==> config.mk <==
export PLATFORM = sky130hd
export DESIGN_NAME = date_string_check_monotonic
export DESIGN_NICKNAME = d
export VERILOG_FILES = /design/src/rtl/dscm_pkg.sv /design/src/rtl/date_string_check_monotonic.sv
export VERILOG_INCLUDE_DIRS = /design/src /design/src/rtl
export SDC_FILE = /design/constraint.sdc
export NUM_CORES = 1
export LEC_CHECK = 0
export BUFFER_PORTS_ARGS = -buffer_cell sky130_fd_sc_hd__buf_4
export CAP_MARGIN = 0
export CORE_UTILIZATION = 62
export CTS_CLUSTER_DIAMETER = 100
export DETAILED_ROUTE_END_ITERATION = 6
export HOLD_SLACK_MARGIN = 0.03
export PLACE_DENSITY = 0.79
export SYNTH_ARGS = -nofsm -noshare
export SYNTH_HDL_FRONTEND = slang
export SYNTH_SLANG_ARGS = --single-unit
export TNS_END_PERCENT = 20
==> constraint.sdc <==
create_clock -name clk -period 5.7 [get_ports clk]
set_input_delay 0.57 -clock clk [delete_from_list [all_inputs] [get_ports clk]]
set_output_delay 0.57 -clock clk [all_outputs]
set_load 0.01 [all_outputs]
==> src/rtl/date_string_check_monotonic_assert.svh <==
// Assertion macros for the date string checker.
`ifndef DATE_STRING_CHECK_MONOTONIC_ASSERT_SVH
`define DATE_STRING_CHECK_MONOTONIC_ASSERT_SVH

// Condition that must hold in the same cycle as its trigger.
`define DSCM_ASSERT_NOW(lbl, ante, cons, msg) \
  lbl: assert property (@(posedge clk) disable iff (rst) (ante) |-> (cons)) \
    else $error(msg);

// Condition that must hold in the cycle after its trigger.
`define DSCM_ASSERT_NEXT(lbl, ante, cons, msg) \
  lbl: assert property (@(posedge clk) disable iff (rst) (ante) |=> (cons)) \
    else $error(msg);

`endif

==> src/rtl/dscm_pkg.sv <==
// Constants, types and helper functions for the date string checker.
package dscm_pkg;

  localparam int STRING_LENGTH = 10;
  localparam int CNT_W         = 4;
  localparam int ACC_W         = 14;

  localparam logic [CNT_W-1:0] CNT_MAX = 4'd15;
  localparam logic [ACC_W-1:0] ACC_SAT = 14'd10000;
  localparam logic [ACC_W-1:0] YEAR_MIN = 14'd1900;
  localparam logic [ACC_W-1:0] YEAR_MAX = 14'd9999;

  localparam logic [7:0] CHAR_SLASH = 8'h2F;
  localparam logic [7:0] CHAR_ZERO  = 8'h30;
  localparam logic [7:0] CHAR_NINE  = 8'h39;

  localparam logic [1:0] ST_OK      = 2'd0;
  localparam logic [1:0] ST_FORMAT  = 2'd1;
  localparam logic [1:0] ST_CONTENT = 2'd2;
  localparam logic [1:0] ST_SEQ     = 2'd3;

  // Finished per-string state, handed from the parse stage to the judge stage.
  typedef struct packed {
    logic [CNT_W-1:0] count;
    logic [1:0]       slashes;
    logic             bad;
    logic [ACC_W-1:0] year;
    logic [ACC_W-1:0] month;
    logic [ACC_W-1:0] day;
    logic [15:0]      year_digits;  // last four year digits, ones in the low nibble
  } judge_t;

  function automatic logic [ACC_W-1:0] push_digit(input logic [ACC_W-1:0] acc,
                                                  input logic [3:0] dv);
    logic [ACC_W+2:0] v;
    v = ({3'b000, acc} << 3) + ({3'b000, acc} << 1) + {{(ACC_W-1){1'b0}}, dv};
    return (v >= {3'b000, ACC_SAT}) ? ACC_SAT : v[ACC_W-1:0];
  endfunction

  // Gregorian leap rule from the last four decimal digits of the year.
  // A two-digit number 10a+b is divisible by four exactly when 2a+b is.
  function automatic logic is_leap(input logic [15:0] dig);
    logic [4:0] low_sum;
    logic [4:0] high_sum;
    logic       div4;
    logic       div100;
    logic       div400;
    low_sum  = {dig[7:4], 1'b0} + {1'b0, dig[3:0]};
    high_sum = {dig[15:12], 1'b0} + {1'b0, dig[11:8]};
    div4     = (low_sum[1:0] == 2'b00);
    div100   = (dig[7:0] == 8'h00);
    div400   = div100 && (high_sum[1:0] == 2'b00);
    return (div4 && !div100) || div400;
  endfunction

  function automatic logic [4:0] month_len(input logic leap,
                                           input logic [ACC_W-1:0] month);
    logic [4:0] len;
    unique case (month)
      14'd2:                        len = leap ? 5'd29 : 5'd28;
      14'd4, 14'd6, 14'd9, 14'd11:  len = 5'd30;
      default:                      len = 5'd31;
    endcase
    return len;
  endfunction

endpackage

==> src/rtl/date_string_check_monotonic.sv <==
// Date string checker: parses year/month/day strings and keeps a monotonic date.
// A final character's result passes through the input register, the judge register
// and the output register before it can leave.
// Throughput: one character per cycle; results never block further characters
// unless both the judge and output registers hold unaccepted results.
// Reset clears all handshake and per-string state and sets the stored date to 1900/1/1.
`include "date_string_check_monotonic_assert.svh"

module date_string_check_monotonic
  import dscm_pkg::*;
(
  input  logic        clk,
  input  logic        rst,
  input  logic        s_tvalid,
  output logic        s_tready,
  input  logic [7:0]  s_tdata,   // [7:0] char_in
  input  logic        s_tlast,   // last_char
  output logic        m_tvalid,
  input  logic        m_tready,
  output logic [31:0] m_tdata    // [1:0] status, [15:2] current_year,
                                 // [19:16] current_month, [24:20] current_day
);

  // Input register.
  logic       iv;
  logic [7:0] ichar;
  logic       ilast;

  // Per-string parse state.
  logic [CNT_W-1:0] char_count, char_count_next;
  logic [1:0]       slash_count, slash_count_next;
  logic             format_bad, format_bad_next;
  logic [ACC_W-1:0] year_acc, year_acc_next;
  logic [ACC_W-1:0] month_acc, month_acc_next;
  logic [ACC_W-1:0] day_acc, day_acc_next;
  logic [15:0]      year_dig, year_dig_next;

  // Judge stage.
  logic   jv;
  judge_t jd;
  judge_t jd_next;
  logic   [1:0] j_status;

  // Stored date and output register.
  logic [ACC_W-1:0] held_year;
  logic [3:0]       held_month;
  logic [4:0]       held_day;
  logic [1:0]       out_status;
  logic [ACC_W-1:0] out_year;
  logic [3:0]       out_month;
  logic [4:0]       out_day;

  logic out_rdy;
  logic j_rdy;
  logic i_fire;
  logic is_slash;
  logic is_digit;
  logic fmt_err;
  logic range_err;
  logic early;

  // Terms used by the assertions.
  logic        held_in_range;
  logic        out_is_held;
  logic        judge_err;
  logic [22:0] held_date;

  assign out_rdy  = !m_tvalid || m_tready;
  assign j_rdy    = !jv || out_rdy;
  // Only a final character needs room in the judge stage.
  assign i_fire   = iv && (!ilast || j_rdy);
  assign s_tready = !iv || i_fire;

  // Parse one character.
  always_comb begin
    is_slash = (ichar == CHAR_SLASH);
    is_digit = (ichar >= CHAR_ZERO) && (ichar <= CHAR_NINE);

    char_count_next  = (char_count == CNT_MAX) ? char_count : char_count + 4'd1;
    slash_count_next = slash_count;
    format_bad_next  = format_bad;
    year_acc_next    = year_acc;
    month_acc_next   = month_acc;
    day_acc_next     = day_acc;
    year_dig_next    = year_dig;

    if (is_slash) begin
      if (slash_count != 2'd3) slash_count_next = slash_count + 2'd1;
    end else if (is_digit) begin
      unique case (slash_count)
        2'd0: begin
          year_acc_next = push_digit(year_acc, ichar[3:0]);
          year_dig_next = {year_dig[11:0], ichar[3:0]};
        end
        2'd1:    month_acc_next = push_digit(month_acc, ichar[3:0]);
        2'd2:    day_acc_next   = push_digit(day_acc, ichar[3:0]);
        default: ;
      endcase
    end else begin
      format_bad_next = 1'b1;
    end

    jd_next.count       = char_count_next;
    jd_next.slashes     = slash_count_next;
    jd_next.bad         = format_bad_next;
    jd_next.year        = year_acc_next;
    jd_next.month       = month_acc_next;
    jd_next.day         = day_acc_next;
    jd_next.year_digits = year_dig_next;
  end

  // Judge a finished string against the stored date.
  always_comb begin
    fmt_err   = (jd.count != CNT_W'(STRING_LENGTH)) || jd.bad || (jd.slashes != 2'd2);
    range_err = (jd.year < YEAR_MIN) || (jd.year > YEAR_MAX) ||
                (jd.month < 14'd1) || (jd.month > 14'd12) ||
                (jd.day < 14'd1) || (jd.day > 14'd31);
    // Field widths are fixed, so one concatenated compare orders the dates.
    early     = {jd.year, jd.month[3:0], jd.day[4:0]} <
                {held_year, held_month, held_day};
    priority if (fmt_err) begin
      j_status = ST_FORMAT;
    end else if (range_err) begin
      j_status = ST_CONTENT;
    end else if (jd.day > {9'd0, month_len(is_leap(jd.year_digits), jd.month)}) begin
      j_status = ST_CONTENT;
    end else if (early) begin
      j_status = ST_SEQ;
    end else begin
      j_status = ST_OK;
    end
  end

  always_ff @(posedge clk) begin
    if (rst) begin
      iv          <= 1'b0;
      char_count  <= '0;
      slash_count <= '0;
      format_bad  <= 1'b0;
      year_acc    <= '0;
      month_acc   <= '0;
      day_acc     <= '0;
      year_dig    <= '0;
      jv          <= 1'b0;
      m_tvalid    <= 1'b0;
      held_year   <= YEAR_MIN;
      held_month  <= 4'd1;
      held_day    <= 5'd1;
    end else begin
      if (s_tready) iv <= s_tvalid;

      if (i_fire) begin
        if (ilast) begin
          char_count  <= '0;
          slash_count <= '0;
          format_bad  <= 1'b0;
          year_acc    <= '0;
          month_acc   <= '0;
          day_acc     <= '0;
          year_dig    <= '0;
        end else begin
          char_count  <= char_count_next;
          slash_count <= slash_count_next;
          format_bad  <= format_bad_next;
          year_acc    <= year_acc_next;
          month_acc   <= month_acc_next;
          day_acc     <= day_acc_next;
          year_dig    <= year_dig_next;
        end
      end

      if (i_fire && ilast) jv <= 1'b1;
      else if (out_rdy)    jv <= 1'b0;

      if (out_rdy) m_tvalid <= jv;

      if (jv && out_rdy && (j_status == ST_OK)) begin
        held_year  <= jd.year;
        held_month <= jd.month[3:0];
        held_day   <= jd.day[4:0];
      end
    end
  end

  // Payload registers.
  always_ff @(posedge clk) begin
    if (s_tvalid && s_tready) begin
      ichar <= s_tdata;
      ilast <= s_tlast;
    end
    if (i_fire && ilast) jd <= jd_next;
    if (jv && out_rdy) begin
      out_status <= j_status;
      if (j_status == ST_OK) begin
        out_year  <= jd.year;
        out_month <= jd.month[3:0];
        out_day   <= jd.day[4:0];
      end else begin
        out_year  <= held_year;
        out_month <= held_month;
        out_day   <= held_day;
      end
    end
  end

  assign m_tdata = {7'd0, out_day, out_month, out_year, out_status};

  assign held_in_range = (held_year >= YEAR_MIN) && (held_year <= YEAR_MAX) &&
                         (held_month >= 4'd1) && (held_month <= 4'd12) &&
                         (held_day >= 5'd1);
  assign out_is_held   = (out_year == held_year) && (out_month == held_month) &&
                         (out_day == held_day);
  assign judge_err     = jv && out_rdy && (j_status != ST_OK);
  assign held_date     = {held_year, held_month, held_day};

  `DSCM_ASSERT_NOW(a_held_valid, 1'b1, held_in_range, "stored date out of range")
  `DSCM_ASSERT_NOW(a_out_matches_held, m_tvalid, out_is_held, "output date differs from stored date")
  `DSCM_ASSERT_NEXT(a_err_keeps_date, judge_err, $stable(held_date), "stored date changed on an error")
  `DSCM_ASSERT_NEXT(a_judge_held, jv && !out_rdy, jv && $stable(jd), "stalled judge entry lost")

endmodule

==> out/metrics.yaml <==
status: "finished, final reports clean"
seq_area_sq_um: 4540
period_minus_slack_ps: 4150
cts.sinks: 180
grt_pass1_vias: 7483
rsz0062_at_grt: "no"
total_leakage_power_nw: 5.05
routed-via-count: 7979
path_max_fanout: 15
worstPathRequired_ps: 5850
synth_compound_area_frac: 0.183
grt_usage: 0.263
r2r-end: "jd[20]"
cts_resized: 0
fill_cells: 1266
num_rows: 47
grt_overflow: 0
finalWirelength_microns: 22000
grt_start_max_net_pins: 62
syn_avg_cell_area_sq_um: 9.93
clock_path_buffers: 2
place.gp.congestion: 0.892
yosysTopAreaCell: "edfxtp_1"
drv_slew: 0
hpwl_microns: 15900
die_w_microns: 132
synth_top_family_by_area: "compound AO/OA/AOI/OAI gates"
hold_buffers: 0
post-place-ws_ps: 1640
slew_headroom: 0.242
n_antenna_cell: 0
cts_made_buffers: 17
postCtsSetupBuffers: 0
core_area_sq_um: 16600
cts-root-buf: "clkbuf_16"
synth-adder-area-share: 0.137
final.setup.tns_ps: 0
drt-vias-per-instance: 6.04
synth_edf_count: 94
yosys-top-cells-area: "edfxtp_1, dfxtp_1, ha_1"
antenna_found_initial: 0
netlist_instances: 1062
die_area_sq_um: 17500
worst_pin_slew_ps: 1130
clock_skew_ps: 10.3
crit_end: "jd[20]"
final_antenna_net_count: 0
fmax_mhz: 241
ir_worst_vdd_mv: 0.269
critPathCaptureType: "flip-flop"
multi_input_area_sq_um: 5580
clock_latency_ps: 430
drive_gt1_frac: 0.104
crit_arrival_ps: 4300
ys_warn_count: 0
grt_pass1_wl_microns: 36700
port-buffer-count: 39
synth_cell_type_count: 76
worstRegToRegCells: 11
drt-initial-drc-count: 536
synth_mux_area_frac: 0.0397
synth-simple-area-share: 0.137
ys_ff_latch: 180
powerDensity_nw_per_um2: 230
start_util: 0.636
ios: 47
drcViolationCount: 0
yosysTopAreaCellShare: 0.268
path_clk_slew_ps: 70
start_kind: "flip-flop"
synth_xor_area_frac: 0.0282
hp-class: "input pin to flip-flop"
r2r-start: "ichar[3]"
synth-main-ff-cell: "edfxtp_1"
max_cap_viol_count: 0
dr.pass1.iters: 5
period_share: 0.728
wl_per_cell_microns: 16.6
area_growth_pct: 9.54
setup_ws_ps: 1550
crit_start: "ichar[3]"
min_path_cells: 1
synth_area_sq_um: 10500
synthArstFlopShare: 0
cts_tree: "yes"
hold_violations: 0
h-tree-depth: 4
final_nets: 1212
worstSetupPathType: "flip-flop to flip-flop"
yosysSeqAreaShare: 0.431
die_h_microns: 132
r2r_setup_slack_ps: 1550
setup_viol: 0
==> worst min-delay path by stage <==
| stage | from | endpoint | slack, ps |
|---|---|---|---|
| final | s_tlast | ilast | 320 |
| after global routing | s_tlast | ilast | 300 |
| after CTS | s_tdata[7] | ichar[7] | 300 |
| after detailed placement | held_year[9] | held_year[9] | 450 |
| after global placement | held_month[0] | held_month[0] | 440 |
| after floorplan | format_bad | format_bad | 430 |
==> routing by layer <==
metal,up-vias,global-route usage,part of all wire
met3,21,0.0533,0.058
li1,3947,-,-
met2,239,0.431,0.47
met5,-,0,0
met1,3772,0.353,0.46
met4,0,0.0766,0.013
==> cells in the mapped netlist, drive strengths merged, types with 10 or more instances <==
library cell	instances
a22o	32
edfxtp	94
clkbuf	29
ha	106
a211o	10
a21oi	61
nor2	125
nor3	16
xor2	12
nand3	18
a22oi	13
inv	60
buf	17
nand2	85
a211oi	15
dfxtp	86
xnor2	22
o21ai	51
mux2i	25
nand4	10
a21o	22
a31oi	16
mux2	15
==> cell usage in the layout, fill, tap and decap left out, types with 6 or more instances in the layout <==
master	n
or4_1	6
mux2i_1	25
o211ai_1	7
a211o_1	10
edfxtp_1	94
nor2b_1	6
dfxtp_1	86
nand4_1	10
a31oi_1	15
nor3_1	14
nand2b_1	8
a22o_1	32
fa_1	6
inv_1	60
buf_4	46
o21ai_0	47
and2_1	8
ha_1	106
conb_1	7
o21a_1	7
nand2_1	84
clkbuf_16	17
mux2_2	14
xnor2_1	22
nor2_1	122
a21oi_1	60
a22oi_1	13
nand3_1	18
xor2_1	12
a211oi_1	14
a21o_1	20
==> through the flow <==
step	utilization	total power [W]	cell area [sq um]	cells	hold WS, ps
after floorplan	-	0.00151	10600	1068	431
after global placement	0.662	0.00154	11000	1288	443
after detailed placement	0.662	0.00155	11000	1288	450
after CTS	0.697	0.00267	11600	1320	300
after global routing	0.697	0.00274	11600	1320	298
final	0.697	0.00266	11600	1320	316
==> kinds of logic (layout without fill, tap and decap cells) <==
kind of cell | after synthesis | after routing
simple gates | 311 | 311
buf+inv | 106 | 138
xor+xnor | 34 | 34
compound gates | 278 | 278
other cells | 1 | 7
fa+ha+maj | 112 | 112
mux | 40 | 40
flops | 180 | 180
==> sequential cells by signal, summed over array words and instances (netlist names), 4 cells and up <==
name and flops:
char_count 4, day_acc 14, held_day 5, held_month 4, held_year 14, ichar 8, jd 60, month_acc 14
out_day 5, out_month 4, out_year 14, year_acc 14, year_dig 11
==> cell type report <==
| cell class | count | area share |
|---|---|---|
| Clock buffer | 17 | 0.0368 |
| Sequential cell | 180 | 0.393 |
| Tap cell | 220 | 0.0238 |
| Clock inverter | 15 | 0.0131 |
| Timing Repair Buffer | 46 | 0.0299 |
| Inverter | 60 | 0.0195 |
| Multi-Input combinational cell | 782 | 0.483 |
==> power breakdown <==
group | internal [W] | leakage (nW) | switching (W)
clock | 0.000648 | 0.279 | 0.000491
combinational | 0.0000358 | 3.21 | 0.0000752
sequential | 0.00139 | 1.56 | 0.0000225
==> worst max-delay path, cell delays in order, from the launching register on <==
cell      delay (ps)
edfxtp_1         360
inv_1            140
fa_1             560
inv_1             70
fa_1             480
a211oi_1         300
o21bai_1         150
a41o_1           330
o311a_1          340
nor4_1           430
and2_1           540
a21oi_1          160
No activity file was read; power rests on OpenSTA's default activity.
